==> config.mk <==
export PLATFORM = sky130hd
export DESIGN_NAME = length_framed_packet_receiver
export DESIGN_NICKNAME = d
export VERILOG_FILES = /design/src/rtl/core/lfpr_pkg.sv /design/src/rtl/core/lfpr_regs.sv /design/src/rtl/core/length_framed_packet_receiver.sv
export VERILOG_INCLUDE_DIRS = /design/src /design/src/rtl/core
export SDC_FILE = /design/constraint.sdc
export NUM_CORES = 1
export LEC_CHECK = 0
export BUFFER_PORTS_ARGS = -buffer_cell sky130_fd_sc_hd__buf_2
export CORE_MARGIN = 3
export CORE_UTILIZATION = 50
export DETAILED_ROUTE_END_ITERATION = 7
export GPL_TIMING_DRIVEN = 0
export PLACE_DENSITY = 0.73
export SYNTH_ARGS = -nofsm -noshare
export SYNTH_HDL_FRONTEND = slang
export SYNTH_HIERARCHICAL = 1
export SYNTH_SLANG_ARGS = --single-unit
==> constraint.sdc <==
create_clock -name aclk -period 4.7 [get_ports aclk]
set_input_delay 0.235 -clock aclk [delete_from_list [all_inputs] [get_ports aclk]]
set_output_delay 0.235 -clock aclk [all_outputs]
set_load 0.01 [all_outputs]
==> src/rtl/core/length_framed_packet_receiver_macros.svh <==
// ----------------------------------------------------------------------------
// Assertion macros for the framed packet receiver
// Each check is sampled on aclk and held off while aresetn is low.
// ----------------------------------------------------------------------------
`ifndef LENGTH_FRAMED_PACKET_RECEIVER_MACROS_SVH
`define LENGTH_FRAMED_PACKET_RECEIVER_MACROS_SVH

// antecedent implies consequent in the same cycle
`define LFPR_ASSERT_SAME(label, ante, cons, msg) \
    label: assert property (@(posedge aclk) disable iff (!aresetn) (ante) |-> (cons)) \
        else $error(msg);

// antecedent implies consequent in the next cycle
`define LFPR_ASSERT_NEXT(label, ante, cons, msg) \
    label: assert property (@(posedge aclk) disable iff (!aresetn) (ante) |=> (cons)) \
        else $error(msg);

`endif

==> src/rtl/core/lfpr_pkg.sv <==
// ----------------------------------------------------------------------------
// lfpr_pkg
// Shared types and constants of the framed packet receiver.
// ----------------------------------------------------------------------------
package lfpr_pkg;

    localparam int APB_ADDR_W = 4;
    localparam int APB_DATA_W = 32;

    // frame layout: start, size, then payload from DATA_POS on
    localparam int SIZE_POS      = 1;
    localparam int DATA_POS      = 2;
    localparam int CONTROL_BYTES = 3;

    localparam logic [7:0] START_BYTE_RST     = 8'd170;
    localparam logic [7:0] END_BYTE_RST       = 8'd85;
    localparam logic [5:0] MAX_FRAME_SIZE_RST = 6'd63;
    localparam logic [4:0] SLOT_COUNT_RST     = 5'd16;

    typedef enum logic [1:0] {
        REG_START_BYTE     = 2'd0,
        REG_END_BYTE       = 2'd1,
        REG_MAX_FRAME_SIZE = 2'd2,
        REG_SLOT_COUNT     = 2'd3
    } lfpr_reg_idx_t;

    typedef struct packed {
        logic [7:0] start_byte;
        logic [7:0] end_byte;
        logic [5:0] max_frame_size;
        logic [4:0] slot_count;
    } lfpr_cfg_t;

endpackage

==> src/rtl/core/lfpr_regs.sv <==
// ----------------------------------------------------------------------------
// lfpr_regs
// APB register file holding the framing configuration.
// ----------------------------------------------------------------------------
module lfpr_regs
    import lfpr_pkg::*;
(
    input  logic                  aclk,
    input  logic                  aresetn,
    input  logic                  psel,
    input  logic                  penable,
    input  logic                  pwrite,
    input  logic [APB_ADDR_W-1:0] paddr,
    input  logic [APB_DATA_W-1:0] pwdata,
    output logic [APB_DATA_W-1:0] prdata,
    output logic                  pready,
    output lfpr_cfg_t             cfg
);

    lfpr_cfg_t     cfg_reg;
    lfpr_cfg_t     cfg_next;
    lfpr_reg_idx_t reg_idx;
    logic          wr_en;

    assign pready  = 1'b1;
    assign reg_idx = lfpr_reg_idx_t'(paddr[3:2]);
    assign wr_en   = psel && penable && pwrite && pready;
    assign cfg     = cfg_reg;

    always_comb begin
        cfg_next = cfg_reg;
        if (wr_en) begin
            unique case (reg_idx)
                REG_START_BYTE:     cfg_next.start_byte     = pwdata[7:0];
                REG_END_BYTE:       cfg_next.end_byte       = pwdata[7:0];
                REG_MAX_FRAME_SIZE: cfg_next.max_frame_size = pwdata[5:0];
                REG_SLOT_COUNT:     cfg_next.slot_count     = pwdata[4:0];
                default:            cfg_next = cfg_reg;
            endcase
        end
    end

    always_comb begin
        unique case (reg_idx)
            REG_START_BYTE:     prdata = {24'd0, cfg_reg.start_byte};
            REG_END_BYTE:       prdata = {24'd0, cfg_reg.end_byte};
            REG_MAX_FRAME_SIZE: prdata = {26'd0, cfg_reg.max_frame_size};
            REG_SLOT_COUNT:     prdata = {27'd0, cfg_reg.slot_count};
            default:            prdata = '0;
        endcase
    end

    always_ff @(posedge aclk) begin
        if (!aresetn) begin
            cfg_reg.start_byte     <= START_BYTE_RST;
            cfg_reg.end_byte       <= END_BYTE_RST;
            cfg_reg.max_frame_size <= MAX_FRAME_SIZE_RST;
            cfg_reg.slot_count     <= SLOT_COUNT_RST;
        end else begin
            cfg_reg <= cfg_next;
        end
    end

endmodule

==> src/rtl/core/length_framed_packet_receiver.sv <==
// ----------------------------------------------------------------------------
// length_framed_packet_receiver
// Parses start / size / payload / end byte frames and emits the slot id,
// payload length and two command bytes of every good frame.
// ----------------------------------------------------------------------------
//  channel   direction  handshake            payload
//  s_        in         s_valid / s_ready    s_rx_byte
//  m_        out        m_valid / m_ready    m_slot_id, m_payload_len,
//                                            m_left_value, m_right_value
//  apb       in         psel/penable/pready  paddr, pwdata, prdata
//
// One byte per cycle unless a stalled result holds it; a result is registered
// at the edge where the parse stage consumes its end byte from the input register.
// A stalled result holds the parse stage only for an end byte that would
// produce a second result; that byte waits in the input register and
// s_ready follows m_ready until the pending result is taken.
// Synchronous active-low reset clears position, size, valids and config;
// the captured payload bytes are not reset.
// ----------------------------------------------------------------------------
module length_framed_packet_receiver
    import lfpr_pkg::*;
#(
    parameter int BUFFER_BYTES = 64,
    parameter int MAX_SLOTS    = 16,
    parameter int LEFT_OFFSET  = 1,
    parameter int RIGHT_OFFSET = 2
) (
    input  logic                  aclk,
    input  logic                  aresetn,
    input  logic                  s_valid,
    output logic                  s_ready,
    input  logic [7:0]            s_rx_byte,
    output logic                  m_valid,
    input  logic                  m_ready,
    output logic [3:0]            m_slot_id,
    output logic [5:0]            m_payload_len,
    output logic [7:0]            m_left_value,
    output logic [7:0]            m_right_value,
    input  logic                  psel,
    input  logic                  penable,
    input  logic                  pwrite,
    input  logic [APB_ADDR_W-1:0] paddr,
    input  logic [APB_DATA_W-1:0] pwdata,
    output logic [APB_DATA_W-1:0] prdata,
    output logic                  pready
);

    localparam int POS_W       = $clog2(BUFFER_BYTES + 1);
    localparam int CMP_W       = (POS_W + 1 > 6) ? POS_W + 1 : 6;
    localparam int LEFT_IDX    = DATA_POS + LEFT_OFFSET;
    localparam int RIGHT_IDX   = DATA_POS + RIGHT_OFFSET;
    localparam bit LEFT_IN_BUF  = LEFT_IDX < BUFFER_BYTES;
    localparam bit RIGHT_IN_BUF = RIGHT_IDX < BUFFER_BYTES;
    localparam int SLOT_W      = 9;

    lfpr_cfg_t cfg;

    lfpr_regs u_regs (
        .aclk    (aclk),
        .aresetn (aresetn),
        .psel    (psel),
        .penable (penable),
        .pwrite  (pwrite),
        .paddr   (paddr),
        .pwdata  (pwdata),
        .prdata  (prdata),
        .pready  (pready),
        .cfg     (cfg)
    );

    // input register
    logic       in_valid_reg, in_valid_next;
    logic [7:0] in_byte_reg;

    // frame state
    logic [POS_W-1:0] pos_reg, pos_next;
    logic [5:0]       size_reg, size_next;
    logic [7:0]       id_byte_reg;
    logic [7:0]       left_byte_reg;
    logic [7:0]       right_byte_reg;

    // result register
    logic       m_valid_reg, m_valid_next;
    logic [3:0] m_slot_id_reg;
    logic [5:0] m_payload_len_reg;
    logic [7:0] m_left_value_reg;
    logic [7:0] m_right_value_reg;

    logic       at_start, at_size, at_end, id_ok, emit, consume, emit_fire;
    logic       store_byte;
    logic [CMP_W-1:0] pos_plus1;
    logic [5:0] payload_len;

    assign at_start  = (pos_reg == POS_W'(0));
    assign at_size   = (pos_reg == POS_W'(SIZE_POS));
    assign pos_plus1 = CMP_W'(pos_reg) + CMP_W'(1);
    assign at_end    = !at_start && !at_size && (in_byte_reg == cfg.end_byte)
                    && (pos_plus1 >= CMP_W'(size_reg));
    assign id_ok     = (SLOT_W'(id_byte_reg) < SLOT_W'(cfg.slot_count))
                    && (SLOT_W'(id_byte_reg) < SLOT_W'(MAX_SLOTS));
    assign emit      = in_valid_reg && at_end && id_ok;
    // only a result-producing byte waits on the output register
    assign consume   = in_valid_reg && (!emit || !m_valid_reg || m_ready);
    assign emit_fire = emit && consume;
    assign s_ready   = !in_valid_reg || consume;
    assign store_byte = consume && !at_start && !at_size && !at_end
                     && (pos_reg < POS_W'(BUFFER_BYTES));
    assign payload_len = (size_reg >= 6'(CONTROL_BYTES))
                       ? size_reg - 6'(CONTROL_BYTES) : 6'd0;

    always_comb begin
        pos_next  = pos_reg;
        size_next = size_reg;
        if (consume) begin
            if (at_start) begin
                if (in_byte_reg == cfg.start_byte) begin
                    pos_next = POS_W'(SIZE_POS);
                end
            end else if (at_size) begin
                if (in_byte_reg > {2'b00, cfg.max_frame_size}) begin
                    pos_next = '0;
                end else begin
                    size_next = in_byte_reg[5:0];
                    pos_next  = POS_W'(DATA_POS);
                end
            end else if (at_end) begin
                pos_next = '0;
            end else if (pos_reg >= POS_W'(BUFFER_BYTES)) begin
                // overrun: drop the frame
                pos_next = '0;
            end else begin
                pos_next = pos_reg + POS_W'(1);
            end
        end
    end

    always_comb begin
        in_valid_next = in_valid_reg;
        if (s_valid && s_ready) begin
            in_valid_next = 1'b1;
        end else if (consume) begin
            in_valid_next = 1'b0;
        end
    end

    always_comb begin
        m_valid_next = m_valid_reg;
        if (emit_fire) begin
            m_valid_next = 1'b1;
        end else if (m_ready) begin
            m_valid_next = 1'b0;
        end
    end

    always_ff @(posedge aclk) begin
        if (!aresetn) begin
            in_valid_reg <= 1'b0;
            m_valid_reg  <= 1'b0;
            pos_reg      <= '0;
            size_reg     <= '0;
        end else begin
            in_valid_reg <= in_valid_next;
            m_valid_reg  <= m_valid_next;
            pos_reg      <= pos_next;
            size_reg     <= size_next;
        end
    end

    always_ff @(posedge aclk) begin
        if (s_valid && s_ready) begin
            in_byte_reg <= s_rx_byte;
        end
        // only the three bytes ever read back are kept
        if (store_byte && pos_reg == POS_W'(DATA_POS)) begin
            id_byte_reg <= in_byte_reg;
        end
        if (store_byte && LEFT_IN_BUF && pos_reg == POS_W'(LEFT_IDX)) begin
            left_byte_reg <= in_byte_reg;
        end
        if (store_byte && RIGHT_IN_BUF && pos_reg == POS_W'(RIGHT_IDX)) begin
            right_byte_reg <= in_byte_reg;
        end
        if (emit_fire) begin
            m_slot_id_reg     <= id_byte_reg[3:0];
            m_payload_len_reg <= payload_len;
            m_left_value_reg  <= LEFT_IN_BUF ? left_byte_reg : 8'd0;
            m_right_value_reg <= RIGHT_IN_BUF ? right_byte_reg : 8'd0;
        end
    end

    assign m_valid       = m_valid_reg;
    assign m_slot_id     = m_slot_id_reg;
    assign m_payload_len = m_payload_len_reg;
    assign m_left_value  = m_left_value_reg;
    assign m_right_value = m_right_value_reg;

`include "length_framed_packet_receiver_macros.svh"

    `LFPR_ASSERT_SAME(a_no_result_overwrite, emit_fire, !m_valid_reg || m_ready, "result overwritten while stalled")
    `LFPR_ASSERT_NEXT(a_end_resets_pos, consume && at_end, pos_reg == POS_W'(0), "frame position not cleared after end byte")
    `LFPR_ASSERT_NEXT(a_input_held, in_valid_reg && !consume, in_valid_reg && $stable(in_byte_reg), "pending byte lost")
    `LFPR_ASSERT_SAME(a_pos_bounded, 1'b1, pos_reg <= POS_W'(BUFFER_BYTES), "frame position past buffer end")

endmodule
[Yosys cells after proc, flatten, opt, wreduce, memory -nomap -nowiden]
Index checks and enable logic that the tools add are counted.
Operators by class
  add/sub/neg operators: 3
  magnitude comparators: 7
  eq/ne operators: 10
  multiplexer cells: 11
  bitwise gates (word level): 2
  reductions and logical operators: 37
Operators by type and width (number)
  32-bit case mux with 4 select lines: 1
  7-bit 2-to-1 mux: 5
  1-bit logical AND: 18
  8-bit == test: 2
  7-bit by 2-bit == test with 1-bit output, second input constant: 2
  2-bit AND reduction: 5
  7-bit by 1-bit adder with 8-bit output, second input constant: 1
  8-bit by 6-bit greater-or-equal comparator with 1-bit output: 1
  8-bit by 6-bit > comparator with 1-bit output: 1
  8-bit by 5-bit less-than comparator with 1-bit output: 1
  8-bit by 5-bit less-than comparator with 1-bit output, second input constant: 1
  7-bit by 1-bit adder with 7-bit output, second input constant: 1
  7-bit by 1-bit == test with 1-bit output, second input constant: 1
  7-bit by 3-bit == test with 1-bit output, second input constant: 1
  7-bit greater-or-equal comparator, second input constant: 1
  7-bit logical NOT: 1
  7-bit less-than comparator, second input constant: 1
  6-bit by 2-bit greater-or-equal comparator with 1-bit output, second input constant: 1
  1-bit logical NOT: 6
  6-bit by 2-bit subtractor with 6-bit output, second input constant: 1
  2-bit == test, second input constant: 2
  1-bit 2-to-1 mux: 4
  4-bit AND reduction: 1
  2-bit nonzero test: 2
  other kinds (6): 9
Word-level totals
  flip-flop bits (word level): 100
  input port bits: 51
  output and inout port bits: 61
  logic and storage cells: 86

[Logic depth before layout (Yosys ltp)]
Gate-level depths: netlist (run 1).
  depth after elaboration: 16
  gate-level depth with buffers: 10
  gate-level depth less buffers: 10

[Hierarchy]
The synthesis (run 1) kept the hierarchy.
By module, submodules not included
  length_framed_packet_receiver: times used 1, cells each 259, area each 3385.7 um^2
  lfpr_regs: times used 1, cells each 164, area each 1544.0 um^2

[Worst setup path before layout (run 1)]
OpenSTA, ideal clock, no wires.
  kind: register -> register
  start: reg pos_reg[2]
  end: reg m_left_value_reg[0] (netlist: m_left_value[0]), enable pin
  arrival time: 2.990 ns
  data required time: 4.291 ns
  slack: 1.301 ns
  stages on the path, launching flop included: 11
  path buffers: 1
  period minus slack after synthesis: 3.399 ns
  cells stage by stage: dfxtp_1 -> buf_2 -> nand3_1 -> xnor2_1 -> ha_1 -> o211ai_1 -> o21ai_1 -> a221oi_4 -> nor3_2 -> nand3_1 -> nor2_1
On the way
  cells in the longest elaborated chain, start to end: 12
  elaborated cells on any way between the ends: 16
  classes of those cells: add/sub: 1; order compare: 1; eq/ne: 1; reduce/logical: 13
RTL lines
  start, declared: line length_framed_packet_receiver.sv:76  | logic [POS_W-1:0] pos_reg, pos_next;
  start signal, assigned: line length_framed_packet_receiver.sv:164  | pos_reg <= pos_next;
  branches (longest 4 deep; another with 7-bit by 1-bit adder with 8-bit output)
  1-bit logical AND *: line length_framed_packet_receiver.sv:98  | && (pos_plus1 >= CMP_W'(size_reg));
  1-bit logical AND * (2 in a row): line length_framed_packet_receiver.sv:101  | assign emit = in_valid_reg && at_end && id_ok;
  1-bit logical NOT: line length_framed_packet_receiver.sv:103  | assign consume = in_valid_reg && (!emit || !m_valid_reg || m_ready);
  1-bit logical OR (2 in a row): line length_framed_packet_receiver.sv:103
  1-bit logical AND: line length_framed_packet_receiver.sv:103
  1-bit logical AND *: line length_framed_packet_receiver.sv:104  | assign emit_fire = emit && consume;
  named net emit_fire: line length_framed_packet_receiver.sv:89  | logic at_start, at_size, at_end, id_ok, emit, consume, emit_fire;
  end signal, assigned: line length_framed_packet_receiver.sv:186  | m_left_value_reg <= LEFT_IN_BUF ? left_byte_reg : 8'd0;
  end, declared: line length_framed_packet_receiver.sv:86  | logic [7:0] m_left_value_reg;
Mark *: on every way through the listed nets, which the timed path passes.
A chain may end at the register's enable or synchronous reset.

[Worst setup path in the final report (run 1)]
  start: reg pos_reg[2]
  end: reg left_byte_reg[6], enable pin
On the way
  cells in the longest elaborated chain, start to end: 16
  elaborated cells on any way between the ends: 23
  classes of those cells: add/sub: 1; order compare: 2; eq/ne: 2; reduce/logical: 18
RTL lines
  branches (longest 15 deep; another with 7-bit by 1-bit adder with 8-bit output)
  1-bit logical AND *: line length_framed_packet_receiver.sv:177  | if (store_byte && LEFT_IN_BUF && pos_reg == POS_W'(LEFT_IDX)) begin
  end signal, assigned: line length_framed_packet_receiver.sv:178  | left_byte_reg <= in_byte_reg;
  end, declared: line length_framed_packet_receiver.sv:79  | logic [7:0] left_byte_reg;
Mark *: on every way between the ends.

==> results of run 1 <==
## routing by layer
metal,track usage,vias up,routed length [um]
met3,0.02633,21,606
li1,-,1636,-
met4,0.08529,0,263
met1,0.2386,1551,4491
met2,0.3142,114,4767
met5,0,-,0
## where the power goes
group	switching [mW]	internal (mW)
clock	0.311	0.202
sequential	0.0223	0.932
combinational	0.0603	0.0539
total	0.394	1.19
## layout by cell type, fill, tap and decap left out, drive strengths merged, types with 3 or more instances in the layout
cell type,netlist,layout
a21oi,15,15
a31oi,3,3
and2,4,4
and3,5,5
buf,37,97
clkbuf,3,12
clkinv,0,4
conb,2,25
dfxtp,42,42
edfxtp,58,58
ha,21,21
inv,22,25
mux2i,29,29
mux4,5,5
nand2,35,35
nand2b,10,10
nand3,6,6
nand4,4,4
nor2,13,13
nor2b,28,28
nor3,8,8
nor4,5,5
o211ai,3,3
o21a,3,3
o21ai,11,11
or4,5,5
xnor2,11,11
xor2,10,10
## path summary, 6_finish.rpt
check                               endpoint  slack [ps]  depth (start not counted)
hold / removal      in_byte_reg[3]$_DFFE_PP_          50                          1
setup / recovery  left_byte_reg[6]$_DFFE_PP_        1370                          9
setup reg to reg  left_byte_reg[6]$_DFFE_PP_        1370                          9
hold reg to reg   m_right_value[3]$_DFFE_PP_         430                          0
## area by class of cell
type,count,area [um^2],share of cell area
timing repair buffer,60,310.3,0.05463
buffer,40,267.8,0.04714
inverter,22,82.58,0.01454
sequential,100,2582,0.4546
tap,129,161.4,0.02841
clock buffer,9,123.9,0.02181
multi-input combinational,284,2092,0.3683
clock inverter,7,60.06,0.01057
## cells by family after synthesis
kind of cell,count (synthesis),share of synthesized area
AND/OR/NAND/NOR,132,0.1563
flip-flops,100,0.5239
adder cells (fa/ha/maj),21,0.05330
buffers and inverters,62,0.07107
AO/OA/AOI/OAI,50,0.07259
XOR/XNOR,21,0.03731
other,2,0.001523
multiplexers,35,0.08401
## stage by stage
stage	cells	total power, mW
global placement	634	1.085
CTS	651	1.591
floorplan	446	1.043
detailed placement	635	1.088
finish	651	1.582
global route	651	1.642
## worst max-delay path, delay by kind of cell (launching register included)
| kind | cells | cell delay [ps] |
|---|---|---|
| and+or+nand+nor | 4 | 1320 |
| xor gates and xnor gates | 1 | 270 |
| adders and majority gates | 1 | 280 |
| DFF | 1 | 340 |
| buffers and inverters | 1 | 210 |
| AOI/OAI and AO/OA | 2 | 530 |
==> run_results.csv, run 1 <==
group,metric,value,unit
critical_path,slowest_stage,"nor4_2",
clock_network,h-tree-depth,3,
finish,largest_register_ffs,27,
route,drtPass1Iterations,4,
timing,worst_slack,1370,ps
synth,syn_avg_cell_area,11.65,um^2
placed_design,dpl_cell_area,5490,um^2
status,status,"finished clean",
power_and_ir_drop,power.density,278.4,nW/um^2
route,via_count,3322,
placed_design,portBuffers,59,
timing,finalCritPeriodShare,0.7084,
route,wl_per_cell,15.56,um
critical_path,crit_fanout,10,
power_and_ir_drop,ir_drop,0.2137,mV
critical_path,worst_path_largest_cell_delay,740,ps
grt,grt.total_usage,0.1867,
critical_path,startpoint_type,"register",
synth,synthArstFlopShare,0,
clock_network,cts_setup_buffers,0,
route,drc,0,
timing,hold_viol,0,
finish,area_growth,15.23,%
synth,yosysWarnings,6,
timing,slew_headroom,0.4504,
timing,period_needed,3330,ps
clock_network,clock_path_buffers,2,
synth,ys_seq_area_frac,0.5239,
clock_network,cts_hold_buffers,0,
finish,fill_cells,795,
timing,slew_viol_final,0,
critical_path,timing.rr.start,"pos_reg[2]$_SDFFE_PN0P_",
grt,grt_pass1_wl,16240,um
clock_network,clk_pin_slew_worst_paths,100,ps
synth,synth_most_common_cell,"edfxtp_1",
critical_path,crit_chain,"buf_2 > nand3_1 > nor3_1 > xor2_1 > ha_1 > o21a_1 > a221oi_4 > nor2_1 > nor4_2",
synth,synth_common_cells,"58 x edfxtp_1, 42 x dfxtp_1, 35 x nand2_1",
route,wirelength,10130,um
floorplanning,fp.coreArea,9415,um^2
placed_design,pre_cts_slack,947.0,ps
finish,drive_gt1_frac,0.2644,
min_path,hold_path.class,"in2reg",
critical_path,crit_arrival,3320,ps
finish,n_antenna_cell,0,
timing,hold_slack,48.36,ps
clock_network,clk-insertion-delay-late,360,ps
timing,worst_slew_pin_slew,817.5,ps
grt,grt_pass1_vias,3289,
critical_path,crit_path_end_kind,"register",
grt,gr-total-overflow,0,
timing,rsz0062_at_grt,"no",
synth,ys.flop_type,"edfxtp_1",
min_path,min_from,"s_rx_byte[3]",
floorplanning,die_y,105.3,um
synth,synth_top_area_frac,0.3533,
route,vias_per_cell,5.103,
timing,clock_skew,12.99,ps
timing,fmax,0.3003,GHz
floorplanning,start_util,0.5236,
grt,antenna_found_initial,0,
clock_network,cts_tree,"built",
timing,tns,0,ps
clock_network,cts.sinks,100,
placed_design,place_congestion,0.8521,
finish,final_nets,589,
timing,setup_violations,0,
critical_path,critical_path_class,"reg2reg",
synth,ys_types,57,
clock_network,cts-buffers-inserted,9,
flow_run,cap_violations,0,
clock_network,cts-resized-gates,0,
critical_path,worstPathRequired,4690,ps
placed_design,dp_hpwl,7588,um
critical_path,startpoint,"pos_reg[2]$_SDFFE_PN0P_",
floorplanning,io_pins,112,
route,drt-initial-drc-count,187,
synth,syn_area,4930,um^2
clock_network,root_buffer,"clkbuf_8",
synth,synth_edf_count,58,
floorplanning,rows,35,
grt,grt_max_degree,23,
route,ant_nets,0,
synth,ys_seq_elements,100,
floorplanning,die_x,105.3,um
synth,yosysTopAreaCell,"edfxtp_1",
finish,utilization,0.6033,
synth,synthCells,423,
power_and_ir_drop,cellLeakagePower,2.339,nW
finish,final_cell_area,5680,um^2
floorplanning,fp.dieArea,11090,um^2
synth,ys_top_cells_by_area,"edfxtp_1 35%, dfxtp_1 17%, mux2i_1 5.9%",
No activity file was read; power rests on OpenSTA's default activity.
==> run 2, diff against run 1 <==
==> constraint.sdc (replaced) <==
create_clock -name aclk -period 3.4 [get_ports aclk]
set_input_delay 0.17 -clock aclk [delete_from_list [all_inputs] [get_ports aclk]]
set_output_delay 0.17 -clock aclk [all_outputs]
set_load 0.01 [all_outputs]
==> run 2 against run 1 <==
Net effect:
- via count rose by 1.6%
- wire length rose by 0.70%
- power rose by 38%
- global-route usage rose by 0.14 points
- setup slack got worse by 1200 ps
- maximum frequency rose by 4.5%
- clock-buffer cell count did not move
- critical path depth did not move
- hold slack got worse by 7.9 ps
- critical endpoint is now in_byte_reg[5]$_DFFE_PP_
- largest cell class unchanged
- largest power group unchanged
- highest routed layer unchanged
==> run_results.csv, run 2 (synthesis results as in run 1) <==
group,metric,value,unit
power_and_ir_drop,pwr-share-clk,0.322,
timing,slew_headroom,0.5378,
floorplanning,die_x,105.3,um
critical_path,crit_path_end_kind,"register",
finish,fill_cells,782,
power_and_ir_drop,swShare,0.2472,
route,ant_nets,0,
timing,period_needed,3185,ps
floorplanning,fp.coreArea,9415,um^2
placed_design,portBuffers,59,
timing,hold_viol,0,
timing,fmax,0.3140,GHz
timing,finalCritPeriodShare,0.9368,
finish,area_growth,17.08,%
placed_design,place_congestion,0.8521,
min_path,hold_path.class,"in2reg",
grt,grt_pass1_wl,16370,um
critical_path,startpoint_type,"register",
route,vias_per_cell,5.120,
route,drc,0,
route,drtPass1Iterations,4,
critical_path,critical_path_class,"reg2reg",
clock_network,root_buffer,"clkbuf_8",
finish,mostFrequentLayoutCells,"69 x buf_2, 58 x edfxtp_1, 42 x dfxtp_1",
floorplanning,rows,35,
timing,clock_skew,12.78,ps
power_and_ir_drop,cellLeakagePower,2.371,nW
flow_run,cap_violations,0,
timing,worst_slack,214.9,ps
placed_design,pre_cts_slack,-353.0,ps
grt,antenna_found_initial,0,
finish,layout.cells.non_filler,659,
critical_path,worst_path_largest_cell_delay,580,ps
timing,rsz0062_at_grt,"no",
grt,grt.total_usage,0.1881,
grt,gr-total-overflow,0,
route,wirelength,10200,um
route,met1Wirelength,4500,um
route,wl_met2,4819,um
route,wl_met3,605,um
floorplanning,io_pins,112,
floorplanning,start_util,0.5236,
power_and_ir_drop,power.density,379.3,nW/um^2
floorplanning,die_y,105.3,um
timing,slew_viol_final,0,
status,status,"finished clean",
grt,grt_pass1_vias,3329,
clock_network,cts_tree,"built",
critical_path,path_buf_inv,1,
critical_path,slowest_stage,"nor2b_1",
power_and_ir_drop,intPower,1.648,mW
placed_design,dp_cells,635,
clock_network,h-tree-depth,3,
finish,final_nets,597,
timing,tns,0,ps
finish,final_common_cell,"buf_2",
power_and_ir_drop,seq_power_share,0.603,
finish,drive_gt1_frac,0.2642,
floorplanning,fp.dieArea,11090,um^2
clock_network,cts-buffers-inserted,9,
power_and_ir_drop,p_sw,0.5411,mW
route,drt-initial-drc-count,246,
critical_path,crit_family,"simple AND/OR/NAND/NOR gates",
route,wl_per_cell,15.48,um
clock_network,clk_pin_slew_worst_paths,100,ps
placed_design,dp_hpwl,7588,um
route,top_layer_used,"met4",
critical_path,crit_fanout,10,
power_and_ir_drop,comb_power_share,0.076,
critical_path,crit_chain,"buf_2 > nand3_1 > nor3_1 > xor2_1 > ha_1 > o21a_1 > a221oi_4 > nor4bb_2 > nor2b_1",
finish,n_antenna_cell,0,
critical_path,crit_arrival,3170,ps
clock_network,clk-insertion-delay-late,360,ps
clock_network,cts_setup_buffers,0,
timing,setup_violations,0,
power_and_ir_drop,ir_drop,0.2947,mV
grt,grt_max_degree,23,
critical_path,worstPathRequired,3390,ps
route,via_count,3374,
finish,largest_register_ffs,27,
timing,worst_slew_pin_slew,691.9,ps
clock_network,cts.sinks,100,
clock_network,clock_path_buffers,2,
power_and_ir_drop,total_power,2.189,mW
run 2: cell count changes in the layout (fill, tap and decap cells not counted):
cell / delta
dlygate4sd3_1: +8
and3_1: -1
and3_2: +1
and3b_1: -1
and3b_2: +1
nor4_2: -1
nor4_4: +1
run 2: final timing paths:
check	start	end	slack, ps	depth (start not counted)
worst max-delay path	pos_reg[2]$_SDFFE_PN0P_	in_byte_reg[5]$_DFFE_PP_	210	9
worst min-delay path	s_valid	in_valid_reg$_SDFFE_PN0P_	40	2
worst max register to register	pos_reg[2]$_SDFFE_PN0P_	in_byte_reg[5]$_DFFE_PP_	210	9
worst min register to register	right_byte_reg[3]$_DFFE_PP_	m_right_value[3]$_DFFE_PP_	420	0
run 2: worst reg2reg max path, cell delays in order (launching register included):
cell and delay [ps]:
dfxtp_1 340, buf_2 210, nand3_1 220, nor3_1 230, xor2_1 270, ha_1 280, o21a_1 130, a221oi_4 400
nor4bb_2 160, nor2b_1 580
run 2: what timing repair did:
action,in CTS,in global routing
endpoints found under the setup margin,8,24
endpoints found under the hold margin,8,0
gates cloned,0,0
hold buffers,8,0
gates resized for setup,1,3
run 2: power by group through the flow:
stage	Combinational (mW)	Clock, mW	Sequential (mW)
finish	0.166	0.705	1.32
global route	0.181	0.771	1.32
CTS	0.164	0.723	1.32
detailed placement	0.156	0	1.35
global placement	0.153	0	1.35
floorplan	0.111	0	1.33
run 2: per-layer routing:
metal | up-vias | track usage
li1 | 1650 | -
met1 | 1562 | 0.2365
met2 | 139 | 0.3215
met3 | 23 | 0.02633
met4 | 0 | 0.08529
met5 | - | 0
run 2: area by class of cell:
type                            count  area, um^2  share of cell area
Clock inverter                      7       60.06             0.01041
Buffer                             40       267.8             0.04639
Timing Repair Buffer               68       390.4             0.06763
Sequential cell                   100        2582              0.4474
Clock buffer                        9       123.9             0.02146
Inverter                           22       82.58             0.01431
Multi-Input combinational cell    284        2103              0.3644
Tap cell                          129       161.4             0.02796
run 2: stage by stage:
stage	hold WS (ps)	instance area [um^2]	util
4_1_cts	31.07	5761	0.6118
2_1_floorplan	268.9	5016	-
3_3_place_gp	348.5	5473	0.5813
6_report	40.50	5772	0.6130
3_5_place_dp	348.1	5490	0.5831
5_1_grt	41.58	5772	0.6130
==> run 3, diff against run 2 <==
--- a/config.mk
+++ b/config.mk
@@ -6,6 +6,7 @@
 export SDC_FILE = /design/constraint.sdc
 export NUM_CORES = 1
 export LEC_CHECK = 0
+export ABC_AREA = 1
 export BUFFER_PORTS_ARGS = -buffer_cell sky130_fd_sc_hd__buf_2
 export CORE_MARGIN = 3
 export CORE_UTILIZATION = 50
==> run 3 against run 2 <==
Net effect:
- cell area grew 1.1%
- first-iteration DRC count up 3.3%
- hold slack worse by 6.8 ps
- area after synthesis is 0.96% higher
- clock skew increased by 2.5 ps
- clock power is 6.7% higher
- maximum frequency up 4.1%
- register-to-register slack better by 130 ps
- synthesized cell count grew 34%
- critical path type unchanged
==> run_results.csv, run 3 <==
group,metric,value,unit
status,status,"finished clean",
route,wl_per_cell,12.96,um
timing,worst_slack,341.1,ps
finish,final_nets,742,
synth,synth_compound_area_frac,0.02715,
timing,worst_slew_pin_slew,675.0,ps
timing,fmax,0.3269,GHz
placed_design,dp_hpwl,7697,um
critical_path,crit_family,"simple AND/OR/NAND/NOR gates",
route,wirelength,10420,um
critical_path,worst_path_largest_cell_delay,440,ps
clock_network,cts.sinks,100,
placed_design,pre_cts_slack,80.06,ps
grt,grt.total_usage,0.1930,
critical_path,r2r_slack,340,ps
timing,finalCritPeriodShare,0.8997,
clock_network,cts-buffers-inserted,9,
synth,ys_seq_area_frac,0.5189,
clock_network,clk-insertion-delay-late,370,ps
route,ant_nets,0,
power_and_ir_drop,cellLeakagePower,2.791,nW
clock_network,h-tree-depth,3,
route,vias_per_cell,4.770,
finish,fill_cells,805,
synth,synth_edf_count,58,
placed_design,place_congestion,0.9172,
critical_path,timing.rr.end,"m_right_value[0]$_DFFE_PP_",
critical_path,path_buf_inv,4,
finish,drive_gt1_frac,0.2044,
synth,synthCells,567,
floorplanning,die_y,105.8,um
finish,layout.cells.non_filler,804,
floorplanning,start_util,0.5262,
synth,syn_area,4977,um^2
synth,ys_types,32,
critical_path,critical_path_class,"reg2reg",
power_and_ir_drop,total_power,2.589,mW
critical_path,crit_chain,"ha_1 > nand2_2 > o21ai_0 > inv_1 > ha_1 > nand2_1 > inv_1 > nand2_1 > nand2_1 > nand2_2 > inv_1 > nand3_1 > nor2_2 > buf_8",
route,drtPass1Iterations,5,
timing,clock_skew,15.23,ps
floorplanning,io_pins,112,
timing,period_needed,3059,ps
synth,ys_top_cells_by_area,"edfxtp_1 35%, dfxtp_1 17%, nand2_1 11%",
finish,largest_register_ffs,27,
placed_design,dp_cells,780,
critical_path,crit_path_end_kind,"register",
clock_network,root_buffer,"clkbuf_8",
timing,slew_viol_final,0,
synth,ys.flop_type,"edfxtp_1",
critical_path,worstPathRequired,3470,ps
placed_design,portBuffers,60,
critical_path,crit_fanout,17,
floorplanning,rows,35,
floorplanning,fp.coreArea,9459,um^2
critical_path,timing.rr.start,"pos_reg[0]$_SDFFE_PN0P_",
timing,setup_violations,0,
synth,ys_seq_elements,100,
floorplanning,die_x,105.8,um
synth,synthArstFlopShare,0,
synth,synth_top_family_by_area,"simple AND/OR/NAND/NOR gates",
clock_network,cts_setup_buffers,0,
grt,gr-total-overflow,0,
min_path,hold_path.class,"in2reg",
synth,synth_xor_area_frac,0.02815,
finish,n_antenna_cell,0,
synth,synth_most_common_cell,"nand2_1",
synth,synth-simple-area-share,0.2647,
grt,grt_max_degree,20,
synth,synth_top_area_frac,0.3499,
flow_run,cap_violations,0,
finish,area_growth,17.30,%
route,via_count,3835,
timing,slew_headroom,0.5483,
critical_path,reg2reg_depth,14,
synth,yosysTopAreaCell,"edfxtp_1",
clock_network,clk_pin_slew_worst_paths,100,ps
route,drc,0,
synth,syn_avg_cell_area,8.778,um^2
timing,rsz0062_at_grt,"no",
synth,synthMuxAreaShare,0,
min_path,min_path_cells,3,
clock_network,clock_path_buffers,2,
grt,antenna_found_initial,0,
clock_network,cts_tree,"built",
min_path,min_from,"pwdata[7]",
finish,mostFrequentLayoutCells,"148 x nand2_1, 70 x inv_1, 68 x nor2_1",
floorplanning,fp.dieArea,11190,um^2
synth,synth_common_cells,"148 x nand2_1, 70 x inv_1, 69 x nor2_1",
route,drt-initial-drc-count,254,
synth,yosysWarnings,6,
timing,tns,0,ps
critical_path,startpoint_type,"register",
finish,final_common_cell,"nand2_1",
min_path,min_to,"u_regs/cfg[26]$_SDFFE_PN1P_",
grt,grt_pass1_vias,3556,
timing,hold_viol,0,
timing,hold_slack,33.72,ps
synth,synth-adder-area-share,0.05279,
critical_path,crit_arrival,3130,ps
power_and_ir_drop,power.density,443.4,nW/um^2
critical_path,slowest_stage,"nor2_2",
grt,grt_pass1_wl,16970,um
power_and_ir_drop,ir_drop,0.2442,mV
## run 3: cells by family (layout without fill, tap and decap cells)
kind of cell	Yosys count	in the layout
xor+xnor	16	16
simple gates	296	296
buf+inv	108	193
compound gates	24	24
fa+ha+maj	21	21
flops	100	100
other cells	2	25
## run 3: metrics by stage
step / utilization / area (um^2)
global route: 0.6172 / 5838
detailed placement: 0.5860 / 5543
CTS: 0.6160 / 5827
global placement: 0.5841 / 5525
finish: 0.6172 / 5838
floorplan: - / 5064
## run 3: cell type report
type / instances / area (um^2) / share of cell area
Sequential cell: 100 / 2582 / 0.4423
Multi-Input combinational cell: 382 / 1963 / 0.3363
Timing Repair Buffer: 69 / 395.4 / 0.06772
Inverter: 74 / 277.8 / 0.04758
Buffer: 34 / 254.0 / 0.04351
Tap cell: 129 / 161.4 / 0.02765
Clock buffer: 10 / 137.6 / 0.02357
Clock inverter: 6 / 66.31 / 0.01136
## run 3: how the worst max path moves through the flow
stage / from / end / cells past startpoint
detailed placement: pos_reg[0]$_SDFFE_PN0P_ / right_byte_reg[0]$_DFFE_PP_ / 12
global route: pos_reg[0]$_SDFFE_PN0P_ / m_right_value[7]$_DFFE_PP_ / 14
global placement: pos_reg[0]$_SDFFE_PN0P_ / m_slot_id[3]$_DFFE_PP_ / 13
floorplan: pos_reg[0]$_SDFFE_PN0P_ / m_left_value[0]$_DFFE_PP_ / 13
CTS: pos_reg[0]$_SDFFE_PN0P_ / right_byte_reg[3]$_DFFE_PP_ / 12
finish: pos_reg[0]$_SDFFE_PN0P_ / m_right_value[0]$_DFFE_PP_ / 14
## run 3: worst register-to-register path, cell delays in order (launching register included)
cell and delay [ps]:
dfxtp_1 430, ha_1 250, nand2_2 100, o21ai_0 280, inv_1 80, ha_1 270, nand2_1 40, inv_1 40
nand2_1 40, nand2_1 140, nand2_2 150, inv_1 140, nand3_1 120, nor2_2 440, buf_8 230
## run 3: routing by layer
metal | global-route usage | part of all wire
met3 | 0.02756 | 0.065
met4 | 0.07493 | 0.024
met2 | 0.3229 | 0.46
met1 | 0.2534 | 0.45
met5 | 0 | 0
## run 3: repair_timing
action | CTS | global route
endpoints found under the hold margin | 8 | 0
setup endpoints to repair | 0 | 12
resized for setup | 0 | 2
hold buffers | 8 | 0
## run 3: power by group
group | leakage, nW | total [mW] | internal, mW | switching, mW
logic | 1.82 | 0.469 | 0.181 | 0.288
clock network | 0.101 | 0.752 | 0.309 | 0.443
registers | 0.870 | 1.37 | 1.31 | 0.0545
